[config.mk]
export PLATFORM = sky130hd
export DESIGN_NAME = box_sweep_convex_brush_clip_top_flat
export DESIGN_NICKNAME = d
export VERILOG_FILES = /design/src/bscbc_pkg.sv /design/src/bscbc_req_if.sv /design/src/bscbc_rsp_if.sv /design/src/box_sweep_convex_brush_clip_top.sv /design/src/flat_wrapper.sv
export VERILOG_INCLUDE_DIRS = /design/src /design/src/src
export SDC_FILE = /design/constraint.sdc
export NUM_CORES = 2
export LEC_CHECK = 0
export ABC_AREA = 0
export BUFFER_PORTS_ARGS = -buffer_cell sky130_fd_sc_hd__buf_2
export CORE_ASPECT_RATIO = 0.8
export CORE_UTILIZATION = 45
export DETAILED_ROUTE_END_ITERATION = 12
export SLEW_MARGIN = 20
export SYNTH_ARGS = -nofsm -noshare
export SYNTH_HDL_FRONTEND = slang
export SYNTH_SLANG_ARGS = --single-unit
[constraint.sdc]
create_clock -name clock -period 14.9 [get_ports clock]
set_input_delay 0.745 -clock clock [delete_from_list [all_inputs] [get_ports clock]]
set_output_delay 0.745 -clock clock [all_outputs]
set_load 0.02 [all_outputs]
[src/box_sweep_convex_brush_clip_top_macros.svh]
`ifndef BOX_SWEEP_CONVEX_BRUSH_CLIP_TOP_MACROS_SVH
`define BOX_SWEEP_CONVEX_BRUSH_CLIP_TOP_MACROS_SVH

// same-cycle implication, disabled during reset
`define BSCBC_ASSERT_IMP(label, clk, rst, ante, cons) \
   label: assert property (@(posedge clk) disable iff (rst) (ante) |-> (cons)) \
      else $error("bscbc assertion failed");

// next-cycle implication, disabled during reset
`define BSCBC_ASSERT_NXT(label, clk, rst, ante, cons) \
   label: assert property (@(posedge clk) disable iff (rst) (ante) |=> (cons)) \
      else $error("bscbc assertion failed");

`endif

[src/bscbc_pkg.sv]
package bscbc_pkg;

   // normal format Q2.14
   localparam int NORM_W    = 16;
   localparam int NORM_FRAC = 14;

   // clip epsilon register
   localparam int              EPS_W     = 16;
   localparam logic [EPS_W-1:0] EPS_RESET = 16'd8;

   // eps * (n.n) product width, also the margin divider step count
   localparam int EPW = 48;

   // register file index
   localparam int CSR_IDX_W = 3;

   typedef enum logic [CSR_IDX_W-1:0] {
      CSR_EPS   = 3'd0,
      CSR_MIN_X = 3'd1,
      CSR_MIN_Y = 3'd2,
      CSR_MIN_Z = 3'd3,
      CSR_MAX_X = 3'd4,
      CSR_MAX_Y = 3'd5,
      CSR_MAX_Z = 3'd6
   } csr_index_type;

endpackage

[src/bscbc_req_if.sv]
interface bscbc_req_if import bscbc_pkg::*; #(
   parameter int COORD_WIDTH = 24
) ();
   logic                          valid;
   logic                          ready;
   logic signed [COORD_WIDTH-1:0] start_x;
   logic signed [COORD_WIDTH-1:0] start_y;
   logic signed [COORD_WIDTH-1:0] start_z;
   logic signed [COORD_WIDTH-1:0] end_x;
   logic signed [COORD_WIDTH-1:0] end_y;
   logic signed [COORD_WIDTH-1:0] end_z;
   logic signed [NORM_W-1:0]      normal_x;
   logic signed [NORM_W-1:0]      normal_y;
   logic signed [NORM_W-1:0]      normal_z;
   logic signed [COORD_WIDTH-1:0] plane_distance;
   logic                          last_plane;

   modport source (
      output valid, start_x, start_y, start_z, end_x, end_y, end_z,
             normal_x, normal_y, normal_z, plane_distance, last_plane,
      input  ready
   );
   modport sink (
      input  valid, start_x, start_y, start_z, end_x, end_y, end_z,
             normal_x, normal_y, normal_z, plane_distance, last_plane,
      output ready
   );
endinterface

[src/bscbc_rsp_if.sv]
interface bscbc_rsp_if import bscbc_pkg::*; #(
   parameter int COORD_WIDTH   = 24,
   parameter int FRACTION_BITS = 16
) ();
   logic                          valid;
   logic                          ready;
   logic [FRACTION_BITS:0]        fraction;
   logic                          start_solid;
   logic                          all_solid;
   logic signed [NORM_W-1:0]      hit_normal_x;
   logic signed [NORM_W-1:0]      hit_normal_y;
   logic signed [NORM_W-1:0]      hit_normal_z;
   logic signed [COORD_WIDTH-1:0] hit_distance;
   logic signed [COORD_WIDTH-1:0] stop_x;
   logic signed [COORD_WIDTH-1:0] stop_y;
   logic signed [COORD_WIDTH-1:0] stop_z;

   modport source (
      output valid, fraction, start_solid, all_solid, hit_normal_x, hit_normal_y,
             hit_normal_z, hit_distance, stop_x, stop_y, stop_z,
      input  ready
   );
   modport sink (
      input  valid, fraction, start_solid, all_solid, hit_normal_x, hit_normal_y,
             hit_normal_z, hit_distance, stop_x, stop_y, stop_z,
      output ready
   );
endinterface

[src/box_sweep_convex_brush_clip_top.sv]
// Until the brush is fully in front, a plane runs the bit-serial products, the 48-step
//   margin divider (not for a zero normal), the distance and decision steps and, if it
//   crosses, the fraction divider; a final plane adds the stop point and result load.
// Throughput: one request at a time; ready is high only while waiting for a request.
// Reset (synchronous, active high) clears the brush state, loads register defaults
//   and drops the result valid; no clearing pass.
`include "box_sweep_convex_brush_clip_top_macros.svh"

module box_sweep_convex_brush_clip_top import bscbc_pkg::*; #(
   parameter int COORD_WIDTH   = 24,
   parameter int FRACTION_BITS = 16
) (
   input  logic                   clock,
   input  logic                   reset,
   input  logic                   csr_write_en,
   input  logic [CSR_IDX_W-1:0]   csr_index,
   input  logic [COORD_WIDTH-1:0] csr_write_data,
   bscbc_req_if.sink              req_bus,
   bscbc_rsp_if.source            rsp_bus
);

   localparam int CW      = COORD_WIDTH;
   localparam int FB      = FRACTION_BITS;
   localparam int DW      = CW + 20;
   localparam int FW      = FB + 2;
   localparam int SW      = CW + FB + 2;
   localparam int CNT_MAX = (EPW > FB + 1) ? EPW : FB + 1;
   localparam int CNT_W   = $clog2(CNT_MAX + 1);
   localparam logic signed [FW-1:0] F_ONE  = {2'b01, {FB{1'b0}}};
   localparam logic signed [FW-1:0] F_MONE = {2'b11, {FB{1'b0}}};

   typedef enum logic [11:0] {
      ST_IDLE = 12'b0000_0000_0001,
      ST_MUL  = 12'b0000_0000_0010,
      ST_EPS  = 12'b0000_0000_0100,
      ST_DIVE = 12'b0000_0000_1000,
      ST_DIST = 12'b0000_0001_0000,
      ST_DIFF = 12'b0000_0010_0000,
      ST_DEC  = 12'b0000_0100_0000,
      ST_DIVF = 12'b0000_1000_0000,
      ST_UPD  = 12'b0001_0000_0000,
      ST_FIN  = 12'b0010_0000_0000,
      ST_STOP = 12'b0100_0000_0000,
      ST_OUT  = 12'b1000_0000_0000
   } state_type;

   function automatic logic signed [DW-1:0] pp_term(input logic signed [DW-1:0] x,
                                                    input logic b, input logic neg);
      pp_term = b ? (neg ? -x : x) : '0;
   endfunction

   // configuration registers
   logic [EPS_W-1:0]       eps_ff;
   logic signed [CW-1:0]   hmin_ff [3];
   logic signed [CW-1:0]   hmax_ff [3];

   // request capture
   logic signed [CW-1:0]     s_ff [3];
   logic signed [CW-1:0]     e_ff [3];
   logic signed [NORM_W-1:0] n_ff [3];
   logic signed [CW-1:0]     pd_ff;
   logic                     last_ff;

   // sequencer
   state_type        state_ff;
   logic [1:0]       axis_ff;
   logic [CNT_W-1:0] cnt_ff;

   // bit-serial dot products
   logic [NORM_W-1:0]    mb_ff;
   logic signed [DW-1:0] mn_ff, mc_ff, ms_ff, me_ff;
   logic signed [DW-1:0] nn_ff, exp_ff, ds_ff, de_ff;
   logic [NORM_W-1:0]    cheb_ff;

   // margin: eps * nn / cheb
   logic [EPS_W-1:0]  eps_sh_ff;
   logic [EPW-1:0]    nnsh_ff, prod_ff, qe_ff;
   logic [NORM_W-1:0] rem_ff;

   // plane distances and crossing fraction
   logic signed [DW-1:0] dist_ff, d1_ff, d2_ff;
   logic [DW-1:0]        rf_ff, den_ff;
   logic                 enter_dir_ff;
   logic [FB-1:0]        qf_ff;

   // brush state
   logic signed [FW-1:0]     enter_ff, leave_ff;
   logic signed [NORM_W-1:0] cn_ff [3];
   logic signed [CW-1:0]     coff_ff;
   logic                     started_ff, ended_ff, fully_ff;

   // result build
   logic [FB:0]          frac_ff, fsh_ff;
   logic                 ssolid_ff, asolid_ff, hit_ff;
   logic signed [CW:0]   delta_ff [3];
   logic signed [SW-1:0] sacc_ff [3];

   // output register
   logic                     rsp_valid_ff;
   logic [FB:0]              rsp_frac_ff;
   logic                     rsp_ss_ff, rsp_as_ff;
   logic signed [NORM_W-1:0] rsp_n_ff [3];
   logic signed [CW-1:0]     rsp_d_ff;
   logic signed [CW-1:0]     rsp_stop_ff [3];

   // handshake
   logic req_acc, out_go;
   assign req_bus.ready = (state_ff == ST_IDLE);
   assign req_acc       = req_bus.valid && req_bus.ready;
   assign out_go        = (state_ff == ST_OUT) && (!rsp_valid_ff || rsp_bus.ready);

   // axis operand select for the multiplier load
   logic signed [NORM_W-1:0] ld_n;
   logic signed [CW-1:0]     ld_s, ld_e, ld_min, ld_max, ld_corner;
   logic [NORM_W-1:0]        ld_abs;
   always_comb begin
      ld_n   = req_bus.normal_x;
      ld_s   = req_bus.start_x;
      ld_e   = req_bus.end_x;
      ld_min = hmin_ff[0];
      ld_max = hmax_ff[0];
      if (state_ff != ST_IDLE) begin
         case (axis_ff)
            2'd0: begin
               ld_n   = n_ff[1];
               ld_s   = s_ff[1];
               ld_e   = e_ff[1];
               ld_min = hmin_ff[1];
               ld_max = hmax_ff[1];
            end
            default: begin
               ld_n   = n_ff[2];
               ld_s   = s_ff[2];
               ld_e   = e_ff[2];
               ld_min = hmin_ff[2];
               ld_max = hmax_ff[2];
            end
         endcase
      end
      ld_corner = ld_n[NORM_W-1] ? ld_max : ld_min;
      ld_abs    = ld_n[NORM_W-1] ? $unsigned(-ld_n) : $unsigned(ld_n);
   end

   // margin as a signed distance
   logic signed [DW-1:0] ce;
   assign ce = $signed(DW'(qe_ff));

   // divider steps
   logic [NORM_W:0] dive_r2;
   logic            dive_ge;
   assign dive_r2 = {rem_ff, prod_ff[EPW-1]};
   assign dive_ge = dive_r2 >= {1'b0, cheb_ff};

   logic [DW:0] divf_r2;
   logic        divf_ge;
   assign divf_r2 = {rf_ff, 1'b0};
   assign divf_ge = divf_r2 >= {1'b0, den_ff};

   // plane classification
   logic gt1, ge2, le1, le2, d1_gt_d2;
   assign gt1      = d1_ff > ce;
   assign ge2      = d2_ff >= ce;
   assign le1      = !gt1;
   assign le2      = d2_ff <= ce;
   assign d1_gt_d2 = d1_ff > d2_ff;

   logic signed [FW-1:0] f_new;
   assign f_new = $signed({2'b00, qf_ff});

   // final outcome
   logic        ent_hit, fin_ss, fin_as, fin_hit;
   logic [FB:0] fin_frac;
   always_comb begin
      ent_hit  = (enter_ff < leave_ff) && (enter_ff > F_MONE) && (enter_ff < F_ONE);
      fin_ss   = 1'b0;
      fin_as   = 1'b0;
      fin_hit  = 1'b0;
      fin_frac = {1'b1, {FB{1'b0}}};
      if (!fully_ff) begin
         if (!started_ff) begin
            fin_ss = 1'b1;
            if (!ended_ff) begin
               fin_as   = 1'b1;
               fin_frac = '0;
            end
         end else if (ent_hit) begin
            fin_hit  = 1'b1;
            fin_frac = enter_ff[FW-1] ? '0 : enter_ff[FB:0];
         end
      end
   end

   // configuration writes
   always_ff @(posedge clock) begin
      if (reset) begin
         eps_ff <= EPS_RESET;
         for (int a = 0; a < 3; a++) begin
            hmin_ff[a] <= '0;
            hmax_ff[a] <= '0;
         end
      end else if (csr_write_en) begin
         unique case (csr_index)
            CSR_EPS:   eps_ff     <= csr_write_data[EPS_W-1:0];
            CSR_MIN_X: hmin_ff[0] <= csr_write_data;
            CSR_MIN_Y: hmin_ff[1] <= csr_write_data;
            CSR_MIN_Z: hmin_ff[2] <= csr_write_data;
            CSR_MAX_X: hmax_ff[0] <= csr_write_data;
            CSR_MAX_Y: hmax_ff[1] <= csr_write_data;
            CSR_MAX_Z: hmax_ff[2] <= csr_write_data;
            default: ;
         endcase
      end
   end

   // sequencer and control state
   state_type state_in;
   always_comb begin
      state_in = state_ff;
      unique case (state_ff)
         ST_IDLE: if (req_acc) state_in = fully_ff ? (req_bus.last_plane ? ST_FIN : ST_IDLE)
                                                   : ST_MUL;
         ST_MUL:  if (cnt_ff == CNT_W'(NORM_W - 1) && axis_ff == 2'd2)
                     state_in = (cheb_ff == '0) ? ST_DIST : ST_EPS;
         ST_EPS:  if (cnt_ff == CNT_W'(EPS_W - 1)) state_in = ST_DIVE;
         ST_DIVE: if (cnt_ff == CNT_W'(EPW - 1)) state_in = ST_DIST;
         ST_DIST: state_in = ST_DIFF;
         ST_DIFF: state_in = ST_DEC;
         ST_DEC: begin
            if ((gt1 && ge2) || (le1 && le2)) state_in = last_ff ? ST_FIN : ST_IDLE;
            else                              state_in = ST_DIVF;
         end
         ST_DIVF: if (cnt_ff == CNT_W'(FB - 1)) state_in = ST_UPD;
         ST_UPD:  state_in = last_ff ? ST_FIN : ST_IDLE;
         ST_FIN:  state_in = ST_STOP;
         ST_STOP: if (cnt_ff == CNT_W'(FB)) state_in = ST_OUT;
         ST_OUT:  if (out_go) state_in = ST_IDLE;
         default: state_in = ST_IDLE;
      endcase
   end

   always_ff @(posedge clock) begin
      if (reset) begin
         state_ff   <= ST_IDLE;
         axis_ff    <= '0;
         cnt_ff     <= '0;
         enter_ff   <= F_MONE;
         leave_ff   <= F_ONE;
         coff_ff    <= '0;
         started_ff <= 1'b0;
         ended_ff   <= 1'b0;
         fully_ff   <= 1'b0;
         for (int a = 0; a < 3; a++) cn_ff[a] <= '0;
      end else begin
         state_ff <= state_in;
         // step counter restarts on every state change and on every new axis
         if (state_in != state_ff ||
             (state_ff == ST_MUL && cnt_ff == CNT_W'(NORM_W - 1))) cnt_ff <= '0;
         else                                                     cnt_ff <= cnt_ff + CNT_W'(1);

         case (state_ff)
            ST_IDLE: axis_ff <= '0;
            ST_MUL: begin
               if (cnt_ff == CNT_W'(NORM_W - 1)) axis_ff <= axis_ff + 2'd1;
            end
            ST_DEC: begin
               if (d2_ff > ce) ended_ff <= 1'b1;
               if (d1_ff > 0)  started_ff <= 1'b1;
               if (gt1 && ge2) fully_ff <= 1'b1;
            end
            ST_UPD: begin
               if (enter_dir_ff) begin
                  if (f_new > enter_ff) begin
                     enter_ff <= f_new;
                     for (int a = 0; a < 3; a++) cn_ff[a] <= n_ff[a];
                     coff_ff <= pd_ff;
                  end
               end else if (f_new < leave_ff) begin
                  leave_ff <= f_new;
               end
            end
            ST_OUT: begin
               // brush done: back to the empty state
               if (out_go) begin
                  enter_ff   <= F_MONE;
                  leave_ff   <= F_ONE;
                  coff_ff    <= '0;
                  started_ff <= 1'b0;
                  ended_ff   <= 1'b0;
                  fully_ff   <= 1'b0;
                  for (int a = 0; a < 3; a++) cn_ff[a] <= '0;
               end
            end
            default: ;
         endcase
      end
   end

   // datapath
   always_ff @(posedge clock) begin
      case (state_ff)
         ST_IDLE: begin
            if (req_acc) begin
               s_ff[0] <= req_bus.start_x;
               s_ff[1] <= req_bus.start_y;
               s_ff[2] <= req_bus.start_z;
               e_ff[0] <= req_bus.end_x;
               e_ff[1] <= req_bus.end_y;
               e_ff[2] <= req_bus.end_z;
               n_ff[0] <= req_bus.normal_x;
               n_ff[1] <= req_bus.normal_y;
               n_ff[2] <= req_bus.normal_z;
               pd_ff   <= req_bus.plane_distance;
               last_ff <= req_bus.last_plane;
               nn_ff   <= '0;
               exp_ff  <= '0;
               ds_ff   <= '0;
               de_ff   <= '0;
               cheb_ff <= ld_abs;
               mb_ff   <= ld_n;
               mn_ff   <= DW'(ld_n);
               mc_ff   <= DW'(ld_corner);
               ms_ff   <= DW'(ld_s);
               me_ff   <= DW'(ld_e);
            end
         end
         ST_MUL: begin
            // LSB-first shift-add, sign bit weighs negative
            nn_ff  <= nn_ff  + pp_term(mn_ff, mb_ff[0], cnt_ff == CNT_W'(NORM_W - 1));
            exp_ff <= exp_ff + pp_term(mc_ff, mb_ff[0], cnt_ff == CNT_W'(NORM_W - 1));
            ds_ff  <= ds_ff  + pp_term(ms_ff, mb_ff[0], cnt_ff == CNT_W'(NORM_W - 1));
            de_ff  <= de_ff  + pp_term(me_ff, mb_ff[0], cnt_ff == CNT_W'(NORM_W - 1));
            if (cnt_ff == CNT_W'(NORM_W - 1)) begin
               mb_ff <= ld_n;
               mn_ff <= DW'(ld_n);
               mc_ff <= DW'(ld_corner);
               ms_ff <= DW'(ld_s);
               me_ff <= DW'(ld_e);
               if (axis_ff != 2'd2 && ld_abs > cheb_ff) cheb_ff <= ld_abs;
            end else begin
               mb_ff <= mb_ff >> 1;
               mn_ff <= mn_ff <<< 1;
               mc_ff <= mc_ff <<< 1;
               ms_ff <= ms_ff <<< 1;
               me_ff <= me_ff <<< 1;
            end
            nnsh_ff   <= '0;
            prod_ff   <= '0;
            eps_sh_ff <= eps_ff;
            qe_ff     <= '0;
         end
         ST_EPS: begin
            if (cnt_ff == '0) begin
               if (eps_sh_ff[0]) prod_ff <= EPW'(nn_ff);
               nnsh_ff <= EPW'(nn_ff) << 1;
            end else begin
               if (eps_sh_ff[0]) prod_ff <= prod_ff + nnsh_ff;
               nnsh_ff <= nnsh_ff << 1;
            end
            eps_sh_ff <= eps_sh_ff >> 1;
            rem_ff    <= '0;
         end
         ST_DIVE: begin
            // restoring division, one quotient bit a cycle
            rem_ff  <= dive_ge ? NORM_W'(dive_r2 - {1'b0, cheb_ff}) : dive_r2[NORM_W-1:0];
            qe_ff   <= {qe_ff[EPW-2:0], dive_ge};
            prod_ff <= prod_ff << 1;
         end
         ST_DIST: dist_ff <= (DW'(pd_ff) <<< NORM_FRAC) - exp_ff;
         ST_DIFF: begin
            d1_ff <= ds_ff - dist_ff;
            d2_ff <= de_ff - dist_ff;
         end
         ST_DEC: begin
            enter_dir_ff <= d1_gt_d2;
            rf_ff        <= d1_gt_d2 ? $unsigned(d1_ff - ce) : $unsigned(ce - d1_ff);
            den_ff       <= d1_gt_d2 ? $unsigned(d1_ff - d2_ff) : $unsigned(d2_ff - d1_ff);
            qf_ff        <= '0;
         end
         ST_DIVF: begin
            rf_ff <= divf_ge ? DW'(divf_r2 - {1'b0, den_ff}) : divf_r2[DW-1:0];
            qf_ff <= {qf_ff[FB-2:0], divf_ge};
         end
         ST_FIN: begin
            frac_ff   <= fin_frac;
            fsh_ff    <= fin_frac;
            ssolid_ff <= fin_ss;
            asolid_ff <= fin_as;
            hit_ff    <= fin_hit;
            for (int a = 0; a < 3; a++) begin
               delta_ff[a] <= $signed({e_ff[a][CW-1], e_ff[a]}) -
                              $signed({s_ff[a][CW-1], s_ff[a]});
               sacc_ff[a]  <= '0;
            end
         end
         ST_STOP: begin
            // MSB-first fraction times delta
            for (int a = 0; a < 3; a++)
               sacc_ff[a] <= (sacc_ff[a] <<< 1) + (fsh_ff[FB] ? SW'(delta_ff[a]) : SW'(0));
            fsh_ff <= fsh_ff << 1;
         end
         default: ;
      endcase
   end

   // output register
   always_ff @(posedge clock) begin
      if (reset) begin
         rsp_valid_ff <= 1'b0;
      end else if (out_go) begin
         rsp_valid_ff <= 1'b1;
      end else if (rsp_bus.ready) begin
         rsp_valid_ff <= 1'b0;
      end
   end

   always_ff @(posedge clock) begin
      if (out_go) begin
         rsp_frac_ff <= frac_ff;
         rsp_ss_ff   <= ssolid_ff;
         rsp_as_ff   <= asolid_ff;
         rsp_d_ff    <= hit_ff ? coff_ff : '0;
         for (int a = 0; a < 3; a++) begin
            rsp_n_ff[a]    <= hit_ff ? cn_ff[a] : '0;
            rsp_stop_ff[a] <= s_ff[a] + CW'(sacc_ff[a] >>> FB);
         end
      end
   end

   assign rsp_bus.valid        = rsp_valid_ff;
   assign rsp_bus.fraction     = rsp_frac_ff;
   assign rsp_bus.start_solid  = rsp_ss_ff;
   assign rsp_bus.all_solid    = rsp_as_ff;
   assign rsp_bus.hit_normal_x = rsp_n_ff[0];
   assign rsp_bus.hit_normal_y = rsp_n_ff[1];
   assign rsp_bus.hit_normal_z = rsp_n_ff[2];
   assign rsp_bus.hit_distance = rsp_d_ff;
   assign rsp_bus.stop_x       = rsp_stop_ff[0];
   assign rsp_bus.stop_y       = rsp_stop_ff[1];
   assign rsp_bus.stop_z       = rsp_stop_ff[2];

   // checks
   `BSCBC_ASSERT_IMP(a_dive_rem, clock, reset, state_ff == ST_DIVE, rem_ff < cheb_ff)
   `BSCBC_ASSERT_IMP(a_divf_rem, clock, reset, state_ff == ST_DIVF, rf_ff < den_ff)
   `BSCBC_ASSERT_NXT(a_start, clock, reset, req_acc && !fully_ff, state_ff == ST_MUL)
   `BSCBC_ASSERT_NXT(a_out_hold, clock, reset, state_ff == ST_OUT && !out_go, state_ff == ST_OUT)

endmodule

[src/flat_wrapper.sv]
// flat-port wrapper written by rule: the top's interface ports become plain ports
module box_sweep_convex_brush_clip_top_flat import bscbc_pkg::*;
#(
   parameter int COORD_WIDTH   = 24,
   parameter int FRACTION_BITS = 16
)
  (clock, reset, csr_write_en, csr_index, csr_write_data, req_bus_valid, req_bus_start_x, req_bus_start_y, req_bus_start_z, req_bus_end_x, req_bus_end_y, req_bus_end_z, req_bus_normal_x, req_bus_normal_y, req_bus_normal_z, req_bus_plane_distance, req_bus_last_plane, req_bus_ready, rsp_bus_valid, rsp_bus_fraction, rsp_bus_start_solid, rsp_bus_all_solid, rsp_bus_hit_normal_x, rsp_bus_hit_normal_y, rsp_bus_hit_normal_z, rsp_bus_hit_distance, rsp_bus_stop_x, rsp_bus_stop_y, rsp_bus_stop_z, rsp_bus_ready);
  bscbc_req_if #(.COORD_WIDTH(COORD_WIDTH)) req_bus_i ();
  bscbc_rsp_if #(.COORD_WIDTH(COORD_WIDTH), .FRACTION_BITS(FRACTION_BITS)) rsp_bus_i ();
  input  logic clock;
  input  logic reset;
  input  logic csr_write_en;
  input  logic [CSR_IDX_W-1:0] csr_index;
  input  logic [COORD_WIDTH-1:0] csr_write_data;
  input wire logic [$bits(req_bus_i.valid)-1:0] req_bus_valid;
  input wire logic [$bits(req_bus_i.start_x)-1:0] req_bus_start_x;
  input wire logic [$bits(req_bus_i.start_y)-1:0] req_bus_start_y;
  input wire logic [$bits(req_bus_i.start_z)-1:0] req_bus_start_z;
  input wire logic [$bits(req_bus_i.end_x)-1:0] req_bus_end_x;
  input wire logic [$bits(req_bus_i.end_y)-1:0] req_bus_end_y;
  input wire logic [$bits(req_bus_i.end_z)-1:0] req_bus_end_z;
  input wire logic [$bits(req_bus_i.normal_x)-1:0] req_bus_normal_x;
  input wire logic [$bits(req_bus_i.normal_y)-1:0] req_bus_normal_y;
  input wire logic [$bits(req_bus_i.normal_z)-1:0] req_bus_normal_z;
  input wire logic [$bits(req_bus_i.plane_distance)-1:0] req_bus_plane_distance;
  input wire logic [$bits(req_bus_i.last_plane)-1:0] req_bus_last_plane;
  output wire logic [$bits(req_bus_i.ready)-1:0] req_bus_ready;
  output wire logic [$bits(rsp_bus_i.valid)-1:0] rsp_bus_valid;
  output wire logic [$bits(rsp_bus_i.fraction)-1:0] rsp_bus_fraction;
  output wire logic [$bits(rsp_bus_i.start_solid)-1:0] rsp_bus_start_solid;
  output wire logic [$bits(rsp_bus_i.all_solid)-1:0] rsp_bus_all_solid;
  output wire logic [$bits(rsp_bus_i.hit_normal_x)-1:0] rsp_bus_hit_normal_x;
  output wire logic [$bits(rsp_bus_i.hit_normal_y)-1:0] rsp_bus_hit_normal_y;
  output wire logic [$bits(rsp_bus_i.hit_normal_z)-1:0] rsp_bus_hit_normal_z;
  output wire logic [$bits(rsp_bus_i.hit_distance)-1:0] rsp_bus_hit_distance;
  output wire logic [$bits(rsp_bus_i.stop_x)-1:0] rsp_bus_stop_x;
  output wire logic [$bits(rsp_bus_i.stop_y)-1:0] rsp_bus_stop_y;
  output wire logic [$bits(rsp_bus_i.stop_z)-1:0] rsp_bus_stop_z;
  input wire logic [$bits(rsp_bus_i.ready)-1:0] rsp_bus_ready;
  assign req_bus_i.valid = req_bus_valid;
  assign req_bus_i.start_x = req_bus_start_x;
  assign req_bus_i.start_y = req_bus_start_y;
  assign req_bus_i.start_z = req_bus_start_z;
  assign req_bus_i.end_x = req_bus_end_x;
  assign req_bus_i.end_y = req_bus_end_y;
  assign req_bus_i.end_z = req_bus_end_z;
  assign req_bus_i.normal_x = req_bus_normal_x;
  assign req_bus_i.normal_y = req_bus_normal_y;
  assign req_bus_i.normal_z = req_bus_normal_z;
  assign req_bus_i.plane_distance = req_bus_plane_distance;
  assign req_bus_i.last_plane = req_bus_last_plane;
  assign req_bus_ready = req_bus_i.ready;
  assign rsp_bus_valid = rsp_bus_i.valid;
  assign rsp_bus_fraction = rsp_bus_i.fraction;
  assign rsp_bus_start_solid = rsp_bus_i.start_solid;
  assign rsp_bus_all_solid = rsp_bus_i.all_solid;
  assign rsp_bus_hit_normal_x = rsp_bus_i.hit_normal_x;
  assign rsp_bus_hit_normal_y = rsp_bus_i.hit_normal_y;
  assign rsp_bus_hit_normal_z = rsp_bus_i.hit_normal_z;
  assign rsp_bus_hit_distance = rsp_bus_i.hit_distance;
  assign rsp_bus_stop_x = rsp_bus_i.stop_x;
  assign rsp_bus_stop_y = rsp_bus_i.stop_y;
  assign rsp_bus_stop_z = rsp_bus_i.stop_z;
  assign rsp_bus_i.ready = rsp_bus_ready;
  box_sweep_convex_brush_clip_top #(.COORD_WIDTH(COORD_WIDTH), .FRACTION_BITS(FRACTION_BITS)) u_core (.clock(clock), .reset(reset), .csr_write_en(csr_write_en), .csr_index(csr_index), .csr_write_data(csr_write_data), .req_bus(req_bus_i), .rsp_bus(rsp_bus_i));
endmodule
### Word-level counts from Yosys, hierarchy flattened

Memory sizes are Yosys's and may differ from the RTL's.
Cells that the tools add are included.
Widths: inputs -> output; s select.

* flip-flop bits (word level): 998
* bits in writable memories: 705
* bits of input ports: 249
* output and inout bits: 165
* logic and storage cells: 361
* memories: 10

Memories
* u_core.sacc_ff: depth 3, bits a word 42, read ports 3, clocked after Yosys merged registers in 0, write ports 3, line box_sweep_convex_brush_clip_top.sv:96 `logic signed [SW-1:0] sacc_ff [3];`
* u_core.delta_ff: depth 3, bits a word 25, read ports 3, clocked after Yosys merged registers in 0, write ports 3, line box_sweep_convex_brush_clip_top.sv:95 `logic signed [CW:0] delta_ff [3];`
* u_core.e_ff: depth 3, bits a word 24, read ports 3, clocked after Yosys merged registers in 0, write ports 3, line box_sweep_convex_brush_clip_top.sv:59 `logic signed [CW-1:0] e_ff [3];`
* u_core.hmax_ff: depth 3, bits a word 24, read ports 3, clocked after Yosys merged registers in 0, write ports 3, line box_sweep_convex_brush_clip_top.sv:55 `logic signed [CW-1:0] hmax_ff [3];`
* u_core.hmin_ff: depth 3, bits a word 24, read ports 3, clocked after Yosys merged registers in 0, write ports 3, line box_sweep_convex_brush_clip_top.sv:54 `logic signed [CW-1:0] hmin_ff [3];`
* u_core.rsp_stop_ff: depth 3, bits a word 24, read ports 3, clocked after Yosys merged registers in 0, write ports 3, line box_sweep_convex_brush_clip_top.sv:104 `logic signed [CW-1:0] rsp_stop_ff [3];`
* 4 more memories

* add/sub/neg operators: 30
* order comparisons: 14
* equality and inequality tests: 37
* muxes and demuxes: 168
* bitwise logic cells: 16
* reduce and logical (&&, ||, !) cells: 42

Operators with widths (number)
* $mux 44: 20
* $pmux 44 s2: 10
* $mux 24: 18
* $sub 44x44->44: 7
* $mux 16: 18
* $mux 42: 6
* $mux 48: 4
* $add 44x44->44: 4
* $neg 44->44: 4
* $pmux 16 s2: 5
* $pmux 12 s12: 1
* $pmux 48 s3: 1
* $gt 44x44->1: 3
* $add 42x42->42: 3
* $mux 12: 9
* $mux 18: 6
* $pmux 48 s2: 1
* $mux 17: 5
* $sub 24x24->25: 3
* $add 24x24->24: 3
* $pmux 18 s2: 2
* $mux 1: 52
* $add 48x48->48: 1
* $pmux 24 s2: 1
* other kinds (60): 120

### Depth between registers and ports, before layout

* depth after elaboration: 10
* gate-level depth with buffers: 24
* depth with buffers taken out: 23

### Least setup slack after synthesis

Ideal clock, no wire load.

* path type: reg-to-reg
* start: register u_core.state_ff[4]
* end: register u_core.de_ff[0], enable pin
* setup time: 0.749 ns
* arrival time: 10.109 ns
* data required time: 14.151 ns
* slack: 4.041 ns
* cell stages (with the launch flop): 6
* path buffers: 0
* clock period less this slack: 10.859 ns
* cells stage by stage: dfxtp_1 nor4_1 nand3_1 nor4b_1 nand2_1 nand2_1

* longest elaborated chain between the ends: 4
* elaborated cells between the ends (all ways): 6
* classes of those cells: 3 x eq/ne; 3 x reduce/logical

RTL lines
* start: declaration: line box_sweep_convex_brush_clip_top.sv:65 `state_type state_ff;`
* start signal: assignment: line box_sweep_convex_brush_clip_top.sv:254 `state_ff <= state_in;`
* $eq 12x1->1 *: line box_sweep_convex_brush_clip_top.sv:108 `assign req_bus.ready = (state_ff == ST_IDLE);`
* named net req_bus_ready: line flat_wrapper.sv:27 `output wire logic [$bits(req_bus_i.ready)-1:0] req_bus_ready;`
* $logic_and 1x1->1: line box_sweep_convex_brush_clip_top.sv:109 `assign req_acc = req_bus.valid && req_bus.ready;`
* $ne 2x2->1 (no line)
* $reduce_and 2->1 (no line) *
* end signal: assignment: line box_sweep_convex_brush_clip_top.sv:331 `de_ff <= de_ff + pp_term(me_ff, mb_ff[0], cnt_ff == CNT_W'(NORM_W - 1));`
* end: declaration: line box_sweep_convex_brush_clip_top.sv:72 `logic signed [DW-1:0] nn_ff, exp_ff, ds_ff, de_ff;`

The timed path passes the listed nets; every way through them passes the cells marked *.
A chain may end at the register's enable or synchronous reset.

### Worst setup path in the final report

* start: register u_core.d1_ff[10]
* end: register u_core.den_ff[16], data pin

* longest elaborated chain between the ends: 2
* elaborated cells between the ends (all ways): 4
* classes of those cells: 2 x add/sub; 1 x order compare; 1 x mux

RTL lines
* start: declaration: line box_sweep_convex_brush_clip_top.sv:81 `logic signed [DW-1:0] dist_ff, d1_ff, d2_ff;`
* start signal: assignment: line box_sweep_convex_brush_clip_top.sv:370 `d1_ff <= ds_ff - dist_ff;`
* $sub 44x44->44 or $gt 44x44->1 (tied branches): line box_sweep_convex_brush_clip_top.sv:376, box_sweep_convex_brush_clip_top.sv:165
* $mux 44 *: line box_sweep_convex_brush_clip_top.sv:376 `den_ff <= d1_gt_d2 ? $unsigned(d1_ff - d2_ff) : $unsigned(d2_ff - d1_ff);`
* end signal: assignment: line box_sweep_convex_brush_clip_top.sv:376
* end: declaration: line box_sweep_convex_brush_clip_top.sv:82 `logic [DW-1:0] rf_ff, den_ff;`

Mark *: on every way between the ends. The rest lies on a longest branch, timed or not.

==> metrics <==
count leader, synth edfxtp_1; clk sinks 1694; CTS tree done; crit path DAT 6.86 ns; Worst EP required 15.47 ns; VDD IR max 0.00009410 V; DIE WIDTH 559.3 µm; mean post-synth cell area 9.941 µm²; post-placement cell area 117400 µm²; syn nets 12460; top-area cell type share of the netlist area 42.87%; multi-input logic area 58340 µm²; Synth area leader edfxtp_1; die area 250500 µm²; clock latency on the worst-skew pair 0.90 ns; Distinct cells, synth 93; Initial Util 45.31%; routed via count 89230; Startpoint Class flop; Initial DRT Pass Iterations 12; failing checks DRC; RR Endpoint u_core.den_ff[16]; Met2 Wirelength 151.9 mm; Seq/Total Area, Yosys 44.62%; setup ws final 8.609 ns; io pins 414; clock root cell clkbuf_16; initial drt markers 8547; hold crit path type in2reg; wl on met1 167.6 mm; CTS Buf Count 194; Worst-Margin Slew 1.202 ns; Clock Skews 0.08191 ns; Final Cycle Share 42.22%; vias in the first global route 84580; grt ovf 0; run status complete, but fails checks; Pleak 49.92 nW; YS warnings 0; Via density 5.909; largest net degree at the start of global routing 177; number of nets in the layout 12830; max_slew headroom 19.60%; clock-pin transition on the worst setup and hold timing paths 0.06 ns; buffer depth of the longest clock path 4; pre-CTS WS 8.801 ns; mapped cell area 111800 µm²; area grow syn2layout 11.55%; post-route cell area 124700 µm²; Power Density 109.1 nW/µm²; initial antenna violation count 51; FF-to-FF setup slack 8.61 ns; first-pass GRT wire length 532.7 mm; dominant cells by area after synthesis edfxtp_1, ha_1, a21oi_1; final setup vio count 0; Placed Cells 14640; GPL Wtd Cong 0.9939; post-DR wirelength/cell 23.59 µm; Critical Path Sink Type flop; WL met3 25.78 mm; DP Wirelength 271.8 mm; Syn Inst Count 11250; TNS Setup 0 ns; Synth Flop Type edfxtp_1; Fmax 159.0 MHz; total wire length 356.2 mm; Async S/R FF share, synth 0%; final cell count without fillers 15100; Post-CTS Setup Repair Bufs 0; Reg area 49890 µm²; #FFs+latches synth 1694; gr usage total 27.67%; number of max-cap violations 0; RSZ-0062 raised after global routing false; Post-synth EDFFs 1596; crit path kind reg2reg; Worst setup endpoint u_core.den_ff[16]; commonest cells in the synthesized netlist edfxtp_1, a21oi_1, ha_1; R2R Path Start u_core.d1_ff[10]; # port buffers 413; die height 447.8 µm; # rows 163; DRT antenna net count 0; FILL cells 22600; Max Slew Vio Count 0; final number of hold-violating endpoints 0; Top Metal Used met5; # DRC 52; Final min period 6.291 ns; Worst Setup SP u_core.d1_ff[10]; Resized cells post-CTS 0; Reg2Reg Depth 15; layout cells sized above 1 8.016%; Core Region 246800 µm²; CP max FO 40; H-tree Lvls 4
==> placed cells by master (no fill, tap or decap), types with 32 or more instances in the layout <==
master	count
a21oi_1	982
or2_2	41
a211oi_1	118
or3_1	94
nor3b_1	34
o21bai_1	96
nand2_1	872
edfxtp_1	1596
a31oi_1	93
buf_2	412
ha_1	937
nand2b_1	120
and3_1	87
a21boi_0	63
nor2b_1	133
o31ai_1	63
nor4_1	51
xor2_1	303
o211ai_1	93
a22o_1	32
and2_1	476
nand4_1	117
o21a_1	173
inv_1	607
nor3_1	197
mux2i_1	105
nand3_1	203
clkinv_2	40
dfxtp_1	98
xnor2_1	493
dlygate4sd3_1	90
a21o_1	506
o21ai_0	672
buf_4	79
clkbuf_16	198
nor2_1	856
clkbuf_1	36
==> per-stage QoR <==
step	utilization [%]	hold slack [ns]	power, mW
after floorplan	-	0.4003	7.945
after global placement	47.56	0.4046	8.696
after detailed placement	47.56	0.4045	8.735
after CTS	50.51	0.0009729	13.69
after global routing	50.53	0.02377	14.17
final	50.54	0.05147	13.61
==> area by class of cell <==
class                           instances  area share (%)
Multi-Input combinational cell       8538           46.78
Sequential cell                      1694           40.00
Clock buffer                          243           4.180
Tap cell                             3300           3.311
Timing Repair Buffer                  584           2.899
Inverter                              611           1.851
Clock inverter                        107          0.9310
Antenna cell                           24         0.04815
==> where the power goes <==
| part | total [mW] | leakage (nW) | switching, mW | internal, mW |
|---|---|---|---|---|
| registers | 5.90 | 15.6 | 0.274 | 5.62 |
| clock network | 4.91 | 3.12 | 2.05 | 2.86 |
| logic | 2.80 | 31.2 | 1.69 | 1.11 |
==> cells by family after synthesis <==
logic type	count (synthesis)	share of synthesized area, %
buf+inv	1015	3.426
xor+xnor	797	6.250
fa+ha+maj	960	10.89
mux	133	1.454
flops	1694	44.62
simple gates	3409	14.97
compound gates	3239	18.39
==> flip-flops by register name (all words and copies together) (netlist names), 47 cells and up <==
signal              count
u_core.rsp_n_ff        48
u_core.sacc_ff        120
u_core.cn_ff           48
u_core.prod_ff         48
u_core.rsp_stop_ff     72
u_core.hmax_ff         72
u_core.n_ff            48
u_core.e_ff            72
u_core.delta_ff        75
u_core.nnsh_ff         47
u_core.hmin_ff         72
u_core.s_ff            72
==> what timing repair did <==
| item | CTS | global route |
|---|---|---|
| endpoints found under the setup margin | 0 | 0 |
| endpoints found under the hold margin | 90 | 0 |
| hold buffers | 90 | 0 |
==> layer usage <==
metal / vias up / track usage (%)
met4: 14 / 8.398
li1: 42060 / -
met1: 43490 / 40.95
met5: - / 0
met3: 502 / 3.965
met2: 3174 / 41.64
==> critical path, cell delays in order, from the launching register on <==
cell and delay [ns]:
edfxtp_1 0.46, ha_1 0.54, nand2_1 0.18, nor2_1 0.47
a21oi_1 0.22, a21oi_1 0.39, o221ai_1 0.38, a21oi_1 0.42
a41oi_4 0.14, buf_4 0.32, inv_2 0.53, buf_4 0.54
mux2_2 0.42, o221ai_1 0.55, a32oi_1 0.25, xnor2_1 0.16
==> how the worst min path moves through the flow <==
stage                                   start                          end  slack [ns]  cells after the start
final                     req_bus_start_y[23]           u_core.s_ff[0][47]        0.05                      1
after global routing         req_bus_end_y[7]           u_core.e_ff[0][31]        0.02                      1
after CTS                    req_bus_end_y[7]           u_core.e_ff[0][31]       0.001                      1
after detailed placement   u_core.frac_ff[11]  u_core.rsp_bus.fraction[11]        0.40                      0
after global placement      u_core.frac_ff[2]   u_core.rsp_bus.fraction[2]        0.40                      0
after floorplan              u_core.asolid_ff     u_core.rsp_bus.all_solid        0.40                      0
Power figures use the tool's default switching activity.
